===== src/rtl/lbvs_pkg.sv =====
// Shared types and constants for the linear blend skinning unit.
// Holds the controller command and status structs and the fixed arithmetic widths.
// No dependencies.
`default_nettype none
package lbvs_pkg;

  // Words per bone matrix (3 rows by 4 columns)
  localparam int MAT_WORDS = 12;
  // Squared length threshold of a rotated normal (0.0001^2 in units of 2^-32)
  localparam int NRM_MIN_SQ = 42;
  // Total weight threshold (0.0001 in Q0.16)
  localparam int WEIGHT_MIN = 6;
  // Width of the row accumulators and the weighted sums
  localparam int ACC_W = 50;
  // Width of the total weight
  localparam int WTOT_W = 18;

  typedef enum logic [4:0] {
    OP_IDLE,
    OP_RD,
    OP_MUL_N,
    OP_MUL_P,
    OP_ACC_P,
    OP_ADD_T,
    OP_ROW_END,
    OP_SQ_MUL,
    OP_SQ_ACC,
    OP_SQRT_GO,
    OP_DIV_NRM,
    OP_NRM_ST,
    OP_NRM_FALL,
    OP_WMUL_P,
    OP_WACC_P,
    OP_WMUL_N,
    OP_WACC_N,
    OP_WTOT,
    OP_DIV_FIN,
    OP_FIN_ST,
    OP_PUBLISH
  } op_t;

  typedef struct packed {
    op_t        op;
    logic [2:0] slot;
    logic [1:0] row;
    logic [2:0] idx;
    logic       vsel;   // 0: rotated normal, 1: blended normal sum
  } cmd_t;

  typedef struct packed {
    logic w_zero;
    logic bone_skip;
    logic sq_big;
    logic skinned;
    logic sqrt_busy;
    logic div_busy;
    logic out_free;
  } sts_t;

endpackage
`default_nettype wire


===== src/rtl/lbvs_ctrl.sv =====
// Controller: sequences influences, matrix rows, normalisation and the final divide.
// Issues one command per cycle to the datapath. Uses lbvs_pkg.
`default_nettype none
module lbvs_ctrl #(
  parameter int NUM_SLOTS = 4
) (
  input  wire logic           clk,
  input  wire logic           rst,
  input  wire logic           vtx_fire,
  input  wire lbvs_pkg::sts_t sts,
  output logic                in_ready,
  output lbvs_pkg::cmd_t      cmd
);

  typedef enum logic [4:0] {
    S_IDLE, S_SLOT, S_RD, S_MN, S_MP, S_AP, S_T3, S_ROWEND,
    S_SQ, S_SQACC, S_SQCHK, S_SQRT_GO, S_SQRT_WAIT,
    S_NDIV_GO, S_NDIV_WAIT, S_NDIV_ST, S_NFALL,
    S_WMP, S_WAP, S_WMN, S_WAN, S_WTOT,
    S_FCHK, S_FDIV_GO, S_FDIV_WAIT, S_FDIV_ST, S_PUB
  } state_t;

  state_t     state;
  logic [2:0] slot;
  logic [1:0] row;
  logic [2:0] idx;
  logic       vsel;

  assign in_ready = (state == S_IDLE);

  // Decode the command for the current step
  always_comb begin
    cmd.slot = slot;
    cmd.row  = row;
    cmd.idx  = idx;
    cmd.vsel = vsel;
    case (state)
      S_RD:      cmd.op = lbvs_pkg::OP_RD;
      S_MN:      cmd.op = lbvs_pkg::OP_MUL_N;
      S_MP:      cmd.op = lbvs_pkg::OP_MUL_P;
      S_AP:      cmd.op = lbvs_pkg::OP_ACC_P;
      S_T3:      cmd.op = lbvs_pkg::OP_ADD_T;
      S_ROWEND:  cmd.op = lbvs_pkg::OP_ROW_END;
      S_SQ:      cmd.op = lbvs_pkg::OP_SQ_MUL;
      S_SQACC:   cmd.op = lbvs_pkg::OP_SQ_ACC;
      S_SQRT_GO: cmd.op = lbvs_pkg::OP_SQRT_GO;
      S_NDIV_GO: cmd.op = lbvs_pkg::OP_DIV_NRM;
      S_NDIV_ST: cmd.op = lbvs_pkg::OP_NRM_ST;
      S_NFALL:   cmd.op = lbvs_pkg::OP_NRM_FALL;
      S_WMP:     cmd.op = lbvs_pkg::OP_WMUL_P;
      S_WAP:     cmd.op = lbvs_pkg::OP_WACC_P;
      S_WMN:     cmd.op = lbvs_pkg::OP_WMUL_N;
      S_WAN:     cmd.op = lbvs_pkg::OP_WACC_N;
      S_WTOT:    cmd.op = lbvs_pkg::OP_WTOT;
      S_FDIV_GO: cmd.op = lbvs_pkg::OP_DIV_FIN;
      S_FDIV_ST: cmd.op = lbvs_pkg::OP_FIN_ST;
      S_PUB:     cmd.op = lbvs_pkg::OP_PUBLISH;
      default:   cmd.op = lbvs_pkg::OP_IDLE;
    endcase
  end

  // Advance state and loop counters
  always_ff @(posedge clk) begin
    if (rst) begin
      state <= S_IDLE;
      slot  <= '0;
      row   <= '0;
      idx   <= '0;
      vsel  <= 1'b0;
    end else begin
      case (state)
        S_IDLE: begin
          if (vtx_fire) begin
            slot  <= '0;
            vsel  <= 1'b0;
            state <= S_SLOT;
          end
        end
        S_SLOT: begin
          if (slot == 3'(NUM_SLOTS) || sts.w_zero) begin
            state <= S_FCHK;
          end else if (sts.bone_skip) begin
            slot <= slot + 3'd1;
          end else begin
            row   <= '0;
            idx   <= '0;
            state <= S_RD;
          end
        end
        S_RD:   state <= (idx == 3'd3) ? S_T3 : S_MN;
        S_MN:   state <= S_MP;
        S_MP:   state <= S_AP;
        S_AP: begin
          idx   <= idx + 3'd1;
          state <= S_RD;
        end
        S_T3:   state <= S_ROWEND;
        S_ROWEND: begin
          idx <= '0;
          if (row == 2'd2) begin
            state <= S_SQ;
          end else begin
            row   <= row + 2'd1;
            state <= S_RD;
          end
        end
        S_SQ:   state <= S_SQACC;
        S_SQACC: begin
          if (idx == 3'd2) begin
            state <= S_SQCHK;
          end else begin
            idx   <= idx + 3'd1;
            state <= S_SQ;
          end
        end
        S_SQCHK:   state <= sts.sq_big ? S_SQRT_GO : S_NFALL;
        S_SQRT_GO: state <= S_SQRT_WAIT;
        S_SQRT_WAIT: begin
          if (!sts.sqrt_busy) begin
            idx   <= '0;
            state <= S_NDIV_GO;
          end
        end
        S_NDIV_GO: state <= S_NDIV_WAIT;
        S_NDIV_WAIT: begin
          if (!sts.div_busy) begin
            state <= S_NDIV_ST;
          end
        end
        S_NDIV_ST: begin
          if (idx == 3'd2) begin
            row   <= '0;
            state <= vsel ? S_PUB : S_WMP;
          end else begin
            idx   <= idx + 3'd1;
            state <= S_NDIV_GO;
          end
        end
        S_NFALL: begin
          row   <= '0;
          state <= vsel ? S_PUB : S_WMP;
        end
        S_WMP: state <= S_WAP;
        S_WAP: state <= S_WMN;
        S_WMN: state <= S_WAN;
        S_WAN: begin
          if (row == 2'd2) begin
            state <= S_WTOT;
          end else begin
            row   <= row + 2'd1;
            state <= S_WMP;
          end
        end
        S_WTOT: begin
          slot  <= slot + 3'd1;
          state <= S_SLOT;
        end
        S_FCHK: begin
          idx   <= '0;
          state <= sts.skinned ? S_FDIV_GO : S_PUB;
        end
        S_FDIV_GO: state <= S_FDIV_WAIT;
        S_FDIV_WAIT: begin
          if (!sts.div_busy) begin
            state <= S_FDIV_ST;
          end
        end
        S_FDIV_ST: begin
          if (idx == 3'd5) begin
            idx   <= '0;
            vsel  <= 1'b1;
            state <= S_SQ;
          end else begin
            idx   <= idx + 3'd1;
            state <= S_FDIV_GO;
          end
        end
        S_PUB: begin
          if (sts.out_free) begin
            state <= S_IDLE;
          end
        end
        default: state <= S_IDLE;
      endcase
    end
  end

endmodule
`default_nettype wire


===== config.mk =====
export PLATFORM = sky130hd
export DESIGN_NAME = lbvs_ctrl
export DESIGN_NICKNAME = d
export VERILOG_FILES = /design/src/rtl/lbvs_pkg.sv /design/src/rtl/lbvs_ctrl.sv
export SDC_FILE = /design/constraint.sdc
export NUM_CORES = 1
export LEC_CHECK = 0
export BUFFER_PORTS_ARGS = -buffer_cell sky130_fd_sc_hd__buf_2
export CAP_MARGIN = 0
export CELL_PAD_IN_SITES_DETAIL_PLACEMENT = 0
export CELL_PAD_IN_SITES_GLOBAL_PLACEMENT = 1
export CORE_MARGIN = 3
export CORE_UTILIZATION = 42
export CTS_CLUSTER_DIAMETER = 120
export DETAILED_ROUTE_END_ITERATION = 12
export PLACE_DENSITY = 0.9
export SYNTH_ARGS = -nofsm -noshare
export SYNTH_HDL_FRONTEND = slang
export SYNTH_SLANG_ARGS = --single-unit

===== constraint.sdc =====
create_clock -name clk -period 3.6 [get_ports clk]
set_input_delay 0.72 -clock clk [delete_from_list [all_inputs] [get_ports clk]]
set_output_delay 0.72 -clock clk [all_outputs]
set_load 0.01 [all_outputs]

==> flow_metrics.env <==
export IMPL_status="complete, no violations"
export IMPL_cp_required_ns=3.76
export IMPL_core_area_um2=4200
export IMPL_io_pins=25
export IMPL_vias=1984
export IMPL_p_leak_nw=0.841
export IMPL_cts_max_level=1
export IMPL_crit_start="state[2]"
export IMPL_synth_area_leaders="dfxtp_1 20%, ha_1 7.9%, a21oi_1 4.5%"
export IMPL_place_port_buffers=24
export IMPL_routed_wirelength_um=5270
export IMPL_drt_antenna_violating_nets=0
export IMPL_post_place_cells=314
export IMPL_max_slew_worst_pin_slew_ns=0.871
export IMPL_hold_class="reg -> reg"
export IMPL_start_util_pct=45.5
export IMPL_layout_drive_gt1_share_pct=15.7
export IMPL_timing_fmax_mhz=304
export IMPL_nets=291
export IMPL_grt_pass1_wl_um=8640
export IMPL_clk_path_buf_depth=2
export IMPL_power_density_nw_per_um2=714
export IMPL_min_period_ns=3.29
export IMPL_crit_path_start_kind="flop"
export IMPL_slew_headroom_pct=41.8
export IMPL_ff2ff_path_depth=11
export IMPL_synth_top_cell_area_share_pct=19.9
export IMPL_seq_area_frac_synth_pct=19.9
export IMPL_fin_area_um2=2080
export IMPL_endpoint_kind="flop"
export IMPL_ys_ff_latch=19
export IMPL_slew_violations=0
export IMPL_cap_viol_max_count=0
export IMPL_async_flop_share_pct=0
export IMPL_rows=23
export IMPL_r2r_end="cmd[9]"
export IMPL_root_buffer="clkbuf_8"
export IMPL_path_clk_slew_ns=0.07
export IMPL_grtUsageTotal_pct=20.2
export IMPL_die_w_um=73.4
export IMPL_grt_ovfl_total=0
export IMPL_drtIter0Drc=258
export IMPL_synth_edf_count=0
export IMPL_hpwl_um=3820
export IMPL_cts_made_buffers=3
export IMPL_cts_sinks=19
export IMPL_yosysTopAreaCell="dfxtp_1"
export IMPL_dpl_cell_area_um2=2030
export IMPL_grt_pass1_vias=1736
export IMPL_post_drt_wl_per_cell_um=16.6
export IMPL_reg2reg_from="state[2]"
export IMPL_synth_area_per_cell_um2=7.49
export IMPL_syn_cell_area_um2=1910
export IMPL_synthFlopType="dfxtp_1"
export IMPL_setup_violations_final=0
export IMPL_via_per_inst=6.24
export IMPL_peakVddDrop_mv=0.444
export IMPL_post_cts_buffers=0
export IMPL_drc=0
export IMPL_worstPathMaxFanout=20
export IMPL_crit_end="cmd[9]"
export IMPL_m1WireLength_um=2390
export IMPL_dr_wl_met3_um=365
export IMPL_layout_cells_non_filler=318
export IMPL_netlist_instances=255
export IMPL_layout_common_cells="24 x buf_2, 18 x nor2_1"
export IMPL_post_route_util_pct=49.6
export IMPL_die_area_um2=5390
export IMPL_clock_skew_ns=0.00414
export IMPL_die_h_um=73.4
export IMPL_worstPathArrival_ns=3.46
export IMPL_grt_max_degree=24
export IMPL_synth_net_count=277
export IMPL_r2r_setup_slack_ns=0.31
export IMPL_finalCritPeriodShare_pct=91.5
export IMPL_insertion_delay_ns=0.26
export IMPL_yosysWarningCount=0
export IMPL_antenna_found_initial=0
export IMPL_n_antenna_cell=0
export IMPL_firstDrtPassIters=5
export IMPL_final_common_cell="buf_2"
export IMPL_fin_total_pwr_mw=1.49
export IMPL_dr_wl_met2_um=2400
export IMPL_syn2layout_area_growth_pct=9.10
export IMPL_finalWeightedCongestion=0.924
export IMPL_fin_hold_ws_ns=0.468
export IMPL_highest_layer="met4"
export IMPL_hold_viol=0
export IMPL_synth_cell_types=58
export IMPL_worst_setup_path_type="reg -> reg"
export IMPL_cts_tree="done"
## critical path, stage by stage (launching register included)
cell	delay (ns)
dfxtp_1	0.78
buf_4	0.27
and3b_1	0.16
o2111ai_1	0.20
and4_4	0.31
o211ai_1	0.18
and2_1	0.29
nor2_1	0.12
ha_1	0.35
mux2i_1	0.08
o2111a_1	0.23
a211oi_1	0.24
## Yosys cell counts, drive strengths merged, types with 2 or more instances
cell type,number
nor4bb,2
o2111ai,3
o21ai,14
a2bb2oi,3
nand2,17
nor3,5
and3,3
ha,12
or3,6
clkbuf,3
o31ai,2
nand2b,2
dfxtp,19
xnor2,2
nor4b,3
nor2b,6
nand3b,2
nand3,9
a21oi,18
a211o,2
buf,18
and2,8
inv,17
or4,3
nor2,18
a211oi,4
a31oi,6
mux2i,6
nand4,9
o211ai,9
o211a,2
a2111oi,2
and3b,3
mux2,2
## how the worst min path moves through the flow
| stage | endpoint | depth (start not counted) | start |
|---|---|---|---|
| after floorplan | vsel | 2 | vsel |
| after global placement | row[1] | 2 | row[1] |
| after detailed placement | row[1] | 2 | row[1] |
| after CTS | row[1] | 2 | row[1] |
| after global routing | row[0] | 2 | row[0] |
| final | row[1] | 2 | row[1] |
## metrics by stage
| step | setup slack (ns) | TNS, ns |
|---|---|---|
| 6_report | 0.307 | 0 |
| 5_1_grt | -0.00166 | -0.00166 |
| 4_1_cts | 0.266 | 0 |
| 3_5_place_dp | 0.320 | 0 |
| 3_3_place_gp | 0.405 | 0 |
| 2_1_floorplan | 0.752 | 0 |
## area by class of cell
cell class / instances / area, µm²
Fill cell: 439 / 2120
Clock buffer: 4 / 45.0
Inverter: 17 / 63.8
Multi-Input combinational cell: 198 / 1370
Timing Repair Buffer: 30 / 165
Tap cell: 50 / 62.6
Sequential cell: 19 / 383
## per-layer routing
metal,global-route usage (%),up-vias
li1,-,979
met2,29.3,74
met1,29.8,923
met5,0,-
met4,8.45,0
met3,2.33,8
## state kept, by name, indices dropped and copies added, names as in the netlist
name	cells
idx	3
row	2
vsel	1
slot	3
state	5
cmd	5
## power by group
group	switching, mW	total [mW]	internal [mW]
clock	0.0723	0.151	0.0787
sequential	0.104	0.360	0.257
combinational	0.576	0.977	0.401
total	0.752	1.49	0.737
## kinds of logic after synthesis
family	Yosys count	synth area share, %
multiplexers	8	4.32
buffers and inverters	38	8.97
AO/OA/AOI/OAI	75	27.8
AND/OR/NAND/NOR	101	30.2
adder cells (fa/ha/maj)	12	7.86
flip-flops	19	19.9
XOR/XNOR	2	0.917
## repair_timing
item,in CTS,in global routing
resized for setup,0,3
endpoints found under the setup margin,0,2
hold buffers,0,0
(Power assumes the default switching activity.)
